<file path="src/rtl/cfn_pkg.sv">
`default_nettype none

package cfn_pkg;

  localparam int MAX_FRAME  = 256;
  localparam int MIRROR_MAX = 128;

  // Field widths of one item
  localparam int BYTE_W   = 8;
  localparam int LEN_W    = 9;
  localparam int MIRROR_W = 8;
  localparam int ADDR_W   = 8;
  localparam int MAC_W    = 12;

  localparam logic [ADDR_W-1:0] ADDR_MAX_ID = 8'd254;
  localparam logic [ADDR_W-1:0] ADDR_SAT    = 8'd255;

  localparam logic [BYTE_W-1:0] CH_M    = 8'h6D;  // 'm'
  localparam logic [BYTE_W-1:0] CH_STAR = 8'h2A;  // '*'
  localparam logic [BYTE_W-1:0] CH_H    = 8'h68;  // 'h'
  localparam logic [BYTE_W-1:0] CH_V    = 8'h76;  // 'v'
  localparam logic [BYTE_W-1:0] CH_A    = 8'h41;  // 'A'
  localparam logic [BYTE_W-1:0] CH_MINUS = 8'h2D; // '-'
  localparam logic [BYTE_W-1:0] CH_PLUS = 8'h2B;  // '+'
  localparam logic [BYTE_W-1:0] CH_LF   = 8'h0A;
  localparam logic [BYTE_W-1:0] CH_CR   = 8'h0D;
  localparam logic [BYTE_W-1:0] CH_0    = 8'h30;
  localparam logic [BYTE_W-1:0] CH_9    = 8'h39;

  typedef enum logic [5:0] {
    PH_PREFIX = 6'b000001,
    PH_ADDR   = 6'b000010,
    PH_DIGITS = 6'b000100,
    PH_WILD   = 6'b001000,
    PH_CMD    = 6'b010000,
    PH_PASS   = 6'b100000
  } cfn_phase_e;

endpackage

`default_nettype wire

</file>
<file path="src/rtl/command_frame_normalizer.sv">
// A frame's verdict becomes valid after its last byte is accepted: the byte sits in the
//   input register, then the verdict is loaded into the result register.
// Throughput: one byte per cycle while the receiver keeps up; a verdict left waiting
//   holds the next byte in the input register and stalls the input.
// Reset (rst_ni low, asynchronous): frame parse state returns to expect-prefix,
//   quiet mode clears, both the input and result registers empty.
`default_nettype none

module command_frame_normalizer import cfn_pkg::*; (
  input  wire logic        clk_i,
  input  wire logic        rst_ni,
  input  wire logic        cfg_we_i,
  input  wire logic        cfg_wdata_i,        // quiet_mode
  input  wire logic        s_axis_tvalid_i,
  output logic             s_axis_tready_o,
  input  wire logic [7:0]  s_axis_tdata_i,     // [7:0] frame_byte
  input  wire logic [0:0]  s_axis_tuser_i,     // [0] raw_mode
  input  wire logic        s_axis_tlast_i,     // last_byte
  output logic             m_axis_tvalid_o,
  input  wire logic        m_axis_tready_i,
  output logic [23:0]      m_axis_tdata_o,     // [8:0] send_length, [16:9] mirror_length
  output logic [2:0]       m_axis_tuser_o      // [0] add_newline, [1] suppressed, [2] dropped
);

  // Quiet mode register
  logic quiet_q;

  // Input register
  logic              in_vld_q;
  logic [BYTE_W-1:0] in_byte_q;
  logic              in_raw_q;
  logic              in_last_q;

  // Frame state: current, updated by this byte, and next (cleared after the last byte)
  cfn_phase_e        ph_q, ph_n, ph_d;
  logic [LEN_W-1:0]  cnt_q, cnt_n, cnt_d;
  logic [LEN_W-1:0]  ce_q, ce_n, ce_d;
  logic [LEN_W-1:0]  cp_q, cp_n, cp_d;
  logic [LEN_W-1:0]  dre_q, dre_n, dre_d;
  logic [ADDR_W-1:0] addr_q, addr_n, addr_d;
  logic [BYTE_W-1:0] code_q, code_n, code_d;
  logic [BYTE_W-1:0] bac_q, bac_n, bac_d;
  logic              wild_q, wild_n, wild_d;
  logic              raw_q, raw_n, raw_d;

  // Result register
  logic                out_vld_q, out_vld_d;
  logic [LEN_W-1:0]    send_len_q, send_len_d;
  logic [MIRROR_W-1:0] mirror_len_q, mirror_len_d;
  logic                nl_q, nl_d;
  logic                sup_q, sup_d;
  logic                drop_q, drop_d;

  logic              adv;
  logic              is_dig;
  logic              is_term;
  logic [3:0]        dig_val;
  logic [MAC_W-1:0]  addr_mac;

  logic              addr_ok;
  logic              cmd_in_ce;
  logic [LEN_W-1:0]  cp_p1;
  logic [LEN_W-1:0]  cp_p2;
  logic [LEN_W-1:0]  known_len;
  logic              cmd_in_bare;
  logic              bare_query;
  logic              motion;
  logic [LEN_W-1:0]  bare;
  logic [LEN_W-1:0]  ring_cap;

  // Advance the input register into the frame state when the result side has room.
  assign adv             = in_vld_q && (!out_vld_q || m_axis_tready_i);
  assign s_axis_tready_o = !in_vld_q || adv;

  assign is_dig  = (in_byte_q >= CH_0) && (in_byte_q <= CH_9);
  assign is_term = (in_byte_q == CH_LF) || (in_byte_q == CH_CR);
  assign dig_val = 4'(in_byte_q - CH_0);
  // address * 10 + digit, as two shifts and adds
  assign addr_mac = ({4'd0, addr_q} << 3) + ({4'd0, addr_q} << 1) + {8'd0, dig_val};

  // Parse one byte into the frame state.
  always_comb begin
    ph_n   = ph_q;
    cnt_n  = cnt_q;
    ce_n   = ce_q;
    cp_n   = cp_q;
    dre_n  = dre_q;
    addr_n = addr_q;
    code_n = code_q;
    bac_n  = bac_q;
    wild_n = wild_q;
    raw_n  = raw_q;
    if (adv) begin
      if (cnt_q == '0) begin
        raw_n = in_raw_q;
      end
      // Bytes past the frame limit are only counted.
      if (cnt_q < LEN_W'(MAX_FRAME)) begin
        if (!is_term) begin
          ce_n = cnt_q + LEN_W'(1);
        end
        case (ph_q)
          PH_PREFIX: begin
            ph_n = (in_byte_q == CH_M) ? PH_ADDR : PH_PASS;
          end
          PH_ADDR: begin
            if (in_byte_q == CH_STAR) begin
              wild_n = 1'b1;
              ph_n   = PH_WILD;
            end else if (is_dig) begin
              addr_n = {4'd0, dig_val};
              ph_n   = PH_DIGITS;
            end else begin
              ph_n = PH_PASS;
            end
          end
          PH_DIGITS: begin
            if (is_dig) begin
              addr_n = (addr_mac > MAC_W'(ADDR_SAT)) ? ADDR_SAT : addr_mac[ADDR_W-1:0];
            end else begin
              code_n = in_byte_q;
              cp_n   = cnt_q;
              dre_n  = cnt_q + LEN_W'(1);
              ph_n   = PH_CMD;
            end
          end
          PH_WILD: begin
            code_n = in_byte_q;
            cp_n   = cnt_q;
            dre_n  = cnt_q + LEN_W'(1);
            ph_n   = PH_CMD;
          end
          PH_CMD: begin
            if (cnt_q == cp_q + LEN_W'(1)) begin
              bac_n = in_byte_q;
            end
            // Extend the digit run that directly follows the command.
            if ((dre_q == cnt_q) && is_dig) begin
              dre_n = cnt_q + LEN_W'(1);
            end
          end
          default: begin
          end
        endcase
      end
      if (cnt_q <= LEN_W'(MAX_FRAME)) begin
        cnt_n = cnt_q + LEN_W'(1);
      end
    end
  end

  // Verdict, taken from the state after this byte.
  assign addr_ok   = wild_n || (addr_n <= ADDR_MAX_ID);
  assign cmd_in_ce = (ph_n == PH_CMD) && (cp_n < ce_n) && addr_ok;
  assign cp_p1     = cp_n + LEN_W'(1);
  assign cp_p2     = cp_n + LEN_W'(2);

  // Trim junk after a complete command.
  always_comb begin
    known_len = ce_n;
    if (cmd_in_ce) begin
      case (code_n)
        CH_H:     known_len = cp_p1;
        CH_V,
        CH_A:     known_len = wild_n ? ce_n : cp_p1;
        CH_MINUS: known_len = (cp_p1 < ce_n) ? cp_p2 : cp_p1;
        CH_PLUS: begin
          if (dre_n == cp_p1) begin
            known_len = ce_n;
          end else begin
            known_len = (dre_n < ce_n) ? dre_n : ce_n;
          end
        end
        default:  known_len = ce_n;
      endcase
    end
  end

  always_comb begin
    drop_d = 1'b0;
    bare   = '0;
    if (cnt_n > LEN_W'(MAX_FRAME)) begin
      drop_d = 1'b1;
    end else if (raw_n) begin
      bare = cnt_n;
    end else if (ce_n == '0) begin
      drop_d = 1'b1;
    end else begin
      bare = known_len;
    end
  end

  assign cmd_in_bare = (ph_n == PH_CMD) && (cp_n < bare) && addr_ok;
  // A bare numeric-id version query goes out without a terminator.
  assign bare_query  = cmd_in_bare && (code_n == CH_V) && !wild_n && (cp_p1 == bare);
  assign motion = cmd_in_bare &&
                  ((code_n == CH_MINUS) || (code_n == CH_PLUS) ||
                   ((code_n == CH_H) &&
                    ((cp_p1 >= bare) || (bac_n == CH_LF) || (bac_n == CH_CR))));

  assign ring_cap = (bare > LEN_W'(MIRROR_MAX)) ? LEN_W'(MIRROR_MAX) : bare;

  always_comb begin
    sup_d        = !drop_d && quiet_q && motion;
    send_len_d   = '0;
    nl_d         = 1'b0;
    mirror_len_d = '0;
    if (!drop_d && !sup_d) begin
      send_len_d   = bare;
      nl_d         = !raw_n && !bare_query;
      mirror_len_d = MIRROR_W'(ring_cap);
      if (nl_d && (ring_cap < LEN_W'(MIRROR_MAX))) begin
        mirror_len_d = MIRROR_W'(ring_cap + LEN_W'(1));
      end
    end
  end

  // Clear the frame state after the last byte.
  always_comb begin
    if (adv && in_last_q) begin
      ph_d   = PH_PREFIX;
      cnt_d  = '0;
      ce_d   = '0;
      cp_d   = '0;
      dre_d  = '0;
      addr_d = '0;
      code_d = '0;
      bac_d  = '0;
      wild_d = 1'b0;
      raw_d  = 1'b0;
    end else begin
      ph_d   = ph_n;
      cnt_d  = cnt_n;
      ce_d   = ce_n;
      cp_d   = cp_n;
      dre_d  = dre_n;
      addr_d = addr_n;
      code_d = code_n;
      bac_d  = bac_n;
      wild_d = wild_n;
      raw_d  = raw_n;
    end
  end

  // Load a verdict on the last byte; drop it once taken.
  always_comb begin
    out_vld_d = out_vld_q;
    if (adv && in_last_q) begin
      out_vld_d = 1'b1;
    end else if (m_axis_tready_i) begin
      out_vld_d = 1'b0;
    end
  end

  always_ff @(posedge clk_i or negedge rst_ni) begin
    if (!rst_ni) begin
      quiet_q   <= 1'b0;
      in_vld_q  <= 1'b0;
      out_vld_q <= 1'b0;
      ph_q      <= PH_PREFIX;
      cnt_q     <= '0;
      ce_q      <= '0;
      cp_q      <= '0;
      dre_q     <= '0;
      addr_q    <= '0;
      code_q    <= '0;
      bac_q     <= '0;
      wild_q    <= 1'b0;
      raw_q     <= 1'b0;
    end else begin
      if (cfg_we_i) begin
        quiet_q <= cfg_wdata_i;
      end
      if (s_axis_tready_o) begin
        in_vld_q <= s_axis_tvalid_i;
      end
      out_vld_q <= out_vld_d;
      ph_q      <= ph_d;
      cnt_q     <= cnt_d;
      ce_q      <= ce_d;
      cp_q      <= cp_d;
      dre_q     <= dre_d;
      addr_q    <= addr_d;
      code_q    <= code_d;
      bac_q     <= bac_d;
      wild_q    <= wild_d;
      raw_q     <= raw_d;
    end
  end

  // Payload registers: hold the input item until it advances, the verdict until taken.
  always_ff @(posedge clk_i) begin
    if (s_axis_tready_o && s_axis_tvalid_i) begin
      in_byte_q <= s_axis_tdata_i;
      in_raw_q  <= s_axis_tuser_i[0];
      in_last_q <= s_axis_tlast_i;
    end
    if (adv && in_last_q) begin
      send_len_q   <= send_len_d;
      mirror_len_q <= mirror_len_d;
      nl_q         <= nl_d;
      sup_q        <= sup_d;
      drop_q       <= drop_d;
    end
  end

  assign m_axis_tvalid_o = out_vld_q;
  assign m_axis_tdata_o  = {7'd0, mirror_len_q, send_len_q};
  assign m_axis_tuser_o  = {drop_q, sup_q, nl_q};

endmodule

`default_nettype wire
</file>
<file path="config.mk">
export PLATFORM = sky130hd
export DESIGN_NAME = command_frame_normalizer
export DESIGN_NICKNAME = d
export VERILOG_FILES = /design/src/rtl/cfn_pkg.sv /design/src/rtl/command_frame_normalizer.sv
export SDC_FILE = /design/constraint.sdc
export NUM_CORES = 1
export LEC_CHECK = 0
export BUFFER_PORTS_ARGS = -buffer_cell sky130_fd_sc_hd__buf_2
export CORE_MARGIN = 5
export CORE_UTILIZATION = 30
export DETAILED_ROUTE_END_ITERATION = 7
export PLACE_DENSITY = 0.46
export SYNTH_ARGS = -nofsm -noshare
export SYNTH_HDL_FRONTEND = slang
export SYNTH_SLANG_ARGS = --single-unit
</file>
<file path="constraint.sdc">
create_clock -name clk_i -period 9.1 [get_ports clk_i]
set_clock_uncertainty 0.2 [all_clocks]
set_input_delay 1.82 -clock clk_i [delete_from_list [all_inputs] [get_ports clk_i]]
set_output_delay 1.82 -clock clk_i [all_outputs]
set_load 0.05 [all_outputs]
</file>
Word level (Yosys, flattened, before mapping)
Cells that the tools add are included.

storage, ports and cells
  register bits after elaboration = 101
  input bits = 16
  logic and storage cells = 170

cells by class
  $add $sub $neg = 8
  magnitude comparators = 14
  eq/ne operators = 21
  multiplexer cells = 68
  reduce and logical (&&, ||, !) cells = 38

operators by type and width
  cell                                                                               count
  9-bit 2-to-1 mux                                                                   25
  8-bit 2-to-1 mux                                                                   17
  6-bit 2-to-1 mux                                                                   7
  9-bit == test                                                                      4
  9-bit less-than comparator                                                         4
  9-bit one-hot mux with 4 select lines                                              1
  8-bit by 4-bit == test with 1-bit output (second input constant)                   4
  8-bit by 7-bit == test with 1-bit output (second input constant)                   4
  8-bit one-hot mux with 2 select lines                                              2
  9-bit by 1-bit adder with 9-bit output (second input constant)                     3
  9-bit one-hot mux with 3 select lines                                              1
  8-bit by 6-bit == test with 1-bit output (second input constant)                   3
  6-bit one-hot mux with 4 select lines                                              1
  1-bit logical AND                                                                  19
  9-bit zero test                                                                    2
  9-bit one-hot mux with 2 select lines                                              1
  1-bit 2-to-1 mux                                                                   13
  11-bit by 9-bit adder with 12-bit output                                           1
  12-bit by 4-bit adder with 12-bit output                                           1
  6-bit by 5-bit == test with 1-bit output (second input constant)                   2
  12-bit by 8-bit greater-than comparator with 1-bit output (second input constant)  1
  9-bit by 2-bit adder with 9-bit output (second input constant)                     1
  9-bit greater-or-equal comparator                                                  1
  9-bit by 8-bit greater-than comparator with 1-bit output (second input constant)   1
  other kinds (17)                                                                   30

Longest topological paths before layout
  depth after elaboration = 25
  mapped depth = 40

Worst setup path before layout
No wires, ideal clock.

  path type = input -> register
  from = input port m_axis_tready_i
  to = register mirror_len_q[5], data pin
  arrival = 9.582 ns
  required time = 8.751 ns
  slack = -0.832 ns
  stages = 33
  buffers on the path = 2
  cell sequence = nor2b_1 -> nor3_1 -> nand3_2 -> buf_2 -> o21ai_0 -> ha_1 -> nand4_1 -> or3_1 -> a2111oi_1 -> or2_2 -> ha_1 -> nor2_1 -> nor2_1 -> a221oi_1 -> o21ai_0 -> or3_1 -> o221a_2 -> o211a_1 -> o221ai_1 -> nand3_1 -> ha_1 -> a21o_1 -> a21o_1 -> a21o_1 -> a21o_1 -> a21o_1 -> a21o_1 -> a21o_1 -> a2111oi_0 -> o21bai_1 -> or3_1 -> buf_2 -> nor3b_2

between the ends
  cells in the longest elaborated chain, start to end = 21
  elaborated cells between the ends (all ways) = 74

RTL lines
  item                                                                                             RTL line                         source
  start: declaration                                                                               command_frame_normalizer.sv:20   input wire logic m_axis_tready_i,
  1-bit logical OR *                                                                               command_frame_normalizer.sv:72   assign adv = in_vld_q && (!out_vld_q || m_axis_tready_i);
  1-bit logical AND *                                                                              command_frame_normalizer.sv:72
  parallel branches: the longest is 19 deep, another holds 9-bit by 1-bit adder with 9-bit output  n/a
  end signal: assignment                                                                           command_frame_normalizer.sv:300  mirror_len_q <= mirror_len_d;
  end: declaration                                                                                 command_frame_normalizer.sv:49   logic [MIRROR_W-1:0] mirror_len_q, mirror_len_d;

Mark *: on every way between the ends.
A chain may end at the register's enable or synchronous reset.

Worst setup path in the final report
  from = input port m_axis_tready_i
  to = register mirror_len_q[5], data pin

between the ends
  cells in the longest elaborated chain, start to end = 21
  elaborated cells between the ends (all ways) = 74

RTL lines
  item                                                                                                               RTL line                                                          source
  1-bit logical OR *                                                                                                 command_frame_normalizer.sv:72
  1-bit logical AND *                                                                                                command_frame_normalizer.sv:72
  9-bit 2-to-1 mux                                                                                                   command_frame_normalizer.sv:93                                    if (adv) begin
  9-bit by 1-bit adder with 9-bit output / 9-bit less-than comparator (equally long branches)                        command_frame_normalizer.sv:155, command_frame_normalizer.sv:171
  9-bit less-than comparator, or another cell as far along                                                           command_frame_normalizer.sv:166                                   CH_MINUS: known_len = (cp_p1 < ce_n) ? cp_p2 : cp_p1;
  9-bit 2-to-1 mux (on tied branches)                                                                                command_frame_normalizer.sv:166, command_frame_normalizer.sv:168
  9-bit one-hot mux with 4 select lines                                                                              command_frame_normalizer.sv:162                                   case (code_n)
  9-bit 2-to-1 mux                                                                                                   command_frame_normalizer.sv:161                                   if (cmd_in_ce) begin
  9-bit 2-to-1 mux                                                                                                   command_frame_normalizer.sv:186                                   end else if (ce_n == '0) begin
  9-bit 2-to-1 mux                                                                                                   command_frame_normalizer.sv:184                                   end else if (raw_n) begin
  9-bit 2-to-1 mux *                                                                                                 command_frame_normalizer.sv:182                                   if (cnt_n > LEN_W'(MAX_FRAME)) begin
  named net bare[0]                                                                                                  command_frame_normalizer.sv:68                                    logic [LEN_W-1:0] bare;
  parallel branches: the longest is 10 deep, another holds 9-bit by 8-bit greater-than comparator with 1-bit output  n/a

Mark *: on every way through the listed nets, which the timed path passes.

==> metrics.md <==
| Metric | Value |
|---|---|
| Outcome | `completed` |
| Site row count | `63` |
| Clock sink total | `~100` |
| HP Class | `flip-flop to flip-flop` |
| DP HPWL | `26.3 mm` |
| Startpoint Class | `primary input` |
| Drt pass-1 iters | `5` |
| Share of layout cells above drive strength 1 | `17.3%` |
| Top_reg_cell synth | `dfrtp_1` |
| Worst-path clk slew | `80 ps` |
| CP arrival | `roughly 8700 ps` |
| Avg Cell Area, Syn | `~8.5 µm²` |
| Worst slack, placed | `11.0 ps` |
| Final min period | `between 8000 and 9000 ps` |
| Sequential Area | `2680 µm²` |
| Crit path capture | `mirror_len_q[5]$_SDFFCE_PN0P_` |
| Syn Inst Count | `1,060` |
| # setup viols final | `0` |
| Gr usage total | `approximately 20%` |
| CP startpoint | `m_axis_tready_i` |
| DRT antenna net count | `0` |
| Top cells by instance count after synthesis | `nor2_1 (118), nand2_1 (85), dfrtp_1 (70)` |
| Initial core utilization | `30.4%` |
| Total power per unit cell area | `177 nW/µm²` |
| WL per Instance | `21.9 µm` |
| Register-to-Register Path Depth | `35` |
| Core ar. | `29,600 µm²` |
| Post-synthesis cell type count | `100` |
| Mapped Area | `8980 µm²` |
| CP Capture Type | `flip-flop` |
| Initial DRC count | `603` |
| Most frequent CP cell | `a21o_1` |
| Post-route DRC | `0` |
| Setup_tns | `0 ps` |
| Max stage delay cell, worst path | `or3_1` |
| Slew Viols, Final | `0` |
| Worst Path Max Fanout | `6` |
| Num CTS Buffers | `9` |
| Top-Level Pins | `between 40 and 50` |
| Peak supply drop | `88.1 µV` |
| GRT Residual Overflow | `0` |
| Fin util | `35.3%` |
| Tcrit/Tclk final | `94.9%` |
| Layout fillers | `about 3.1k` |
| CTS Buffer Depth | `2` |
| Largest net degree at the start of global routing | `72` |
| Area growth syn-to-layout | `16.3%` |
| DR vias/cell | `5.64` |
| FFs w/ async S/R, synth | `70.3%` |
| Die width | `around 180 µm` |
| Crit path kind | `primary input to flip-flop` |
| Yosys reg bits | `101` |
| Post-synth EDFFs | `30` |
| Worst setup margin | `461 ps` |
| Final hold viol count | `0` |
| Relative slew margins | `about a third` |
| Count leader, synth | `nor2_1` |
| Biggest area consumer among synthesized cells | `dfrtp_1` |
| Sequential area share after synthesis | `approximately 30%` |
| Pleak | `0.00461 µW` |
| Worst path required time | `9110 ps` |
| GP Congestion | `0.952` |
| Die Area | `33,500 µm²` |
| Reg2Reg Setup Slack | `between 700 and 800 ps` |
| Multi-input gate area | `5990 µm²` |
| Ys Warns | `0` |
| Total setup buffers inserted after CTS | `0` |
| CTS tree | `built` |
| Critical R2R Capture | `mirror_len_q[5]$_SDFFCE_PN0P_` |
| Post-synth top area share | `19.5%` |
| Worst slew pin tran | `1020 ps` |
| First-pass GRT wire length | `51.4 mm` |
| # diodes | `0` |
| Initial antenna violation count | `0` |
| Vias in the first global route | `8,484` |
| Die H | `183 µm` |
| PortBufs | `37` |
| Total Nets Final | `1,223` |
| FMAX | `0.116 GHz` |
| H-tree Lvls | `3` |
| Detailed-route via count | `roughly 8.7k` |
| Reg2reg start | `ph_q[1]$_DFF_PN0_` |
| Max Cap Viol | `0` |
| Clk_lat worst skew | `370 ps` |
| Area contributors post-synth | `dfrtp_1 (20%), edfxtp_1 (10%), ha_1 (8.8%)` |
| Tot Pwr | `between 1500 and 2000 µW` |
| CP max stage delay | `450 ps` |
| Final WL | `33.6 mm` |
| Clock root buffer master | `clkbuf_16` |
-- kinds of logic after synthesis --
| kind of cell | share of synthesized area [%] |
|---|---|
| AOI/OAI and AO/OA | 21.6 |
| xor gates and xnor gates | 5.37 |
| adders and majority gates | 9.23 |
| buffers and inverters | 4.82 |
| DFF | 29.8 |
| muxes | 3.71 |
| other | 0.0418 |
| and+or+nand+nor | 25.4 |
-- critical path: cells and delay by family --
kind                       cells  cell delay (ps)
AOI/OAI and AO/OA             15             2910
buffers and inverters          4              480
adders and majority gates      3              730
and+or+nand+nor               15             2700
-- what timing repair did --
action,CTS,global route
gates resized for setup,0,10
endpoints found under the setup margin,0,8
hold buffers,0,0
-- registers in the layout, indices dropped and copies added (netlist names), 6 cells and up --
name and flops:
addr_q 8, ce_q 9, send_len_q 9, cp_q 9, cnt_q 9, dre_q 9, ph_q 6, mirror_len_q 8
code_q 8, in_byte_q 8, bac_q 8
-- power breakdown --
part | switching (µW) | internal [µW]
Combinational | 539 | 330
Clock | 197 | 197
Sequential | 50.2 | 529
-- routing by layer --
| metal | routed length, µm | global-route usage, % |
|---|---|---|
| met1 | 15500 | 27.3 |
| met2 | 15500 | 31.9 |
| met3 | 1580 | 3.03 |
| met4 | 1030 | 6.70 |
| met5 | 0 | 0 |
-- per-stage QoR --
| step | area [µm²] | hold WS [ps] | std cells |
|---|---|---|---|
| after floorplan | 9050 | 272 | 1066 |
| after global placement | 10100 | 297 | 1521 |
| after detailed placement | 10100 | 301 | 1521 |
| after CTS | 10400 | 320 | 1537 |
| after global routing | 10400 | 349 | 1537 |
| final | 10400 | 316 | 1537 |
-- final cells by class --
type                       instances  area share, %
timing repair buffer             124           8.17
inverter                          40           1.44
tap                              390           4.67
sequential                       101           25.7
clock buffer                      11           2.32
multi-input combinational        866           57.3
clock inverter                     5          0.395
-- cell usage in the layout, fill, tap and decap left out, types with 14 or more instances in the layout --
master    Yosys  final
ha_1         63     62
nand2_1      85     85
a21o_1       19     19
xnor2_1      34     34
inv_1        38     38
nor3_1       40     39
and2_1       15     14
nand3_1      28     28
nor2_1      118    118
dfrtp_1      70     70
buf_4        12     87
xor2_1       21     21
buf_2         7     36
o21a_1       20     20
nor2b_1      15     14
a21oi_1      54     53
nand4_1      25     25
o21ai_0      50     48
mux2i_1      26     25
edfxtp_1     30     30
-- how the worst min path moves through the flow --
stage | cells after the start | end | from
after detailed placement | 2 | bac_q[4]$_DFF_PN0_ | bac_q[4]$_DFF_PN0_
final | 2 | bac_q[4]$_DFF_PN0_ | bac_q[4]$_DFF_PN0_
after floorplan | 2 | bac_q[4]$_DFF_PN0_ | bac_q[4]$_DFF_PN0_
after global routing | 2 | bac_q[3]$_DFF_PN0_ | bac_q[3]$_DFF_PN0_
after CTS | 2 | bac_q[4]$_DFF_PN0_ | bac_q[4]$_DFF_PN0_
after global placement | 2 | bac_q[4]$_DFF_PN0_ | bac_q[4]$_DFF_PN0_
Note: power is estimated with default switching activity, not from simulation.
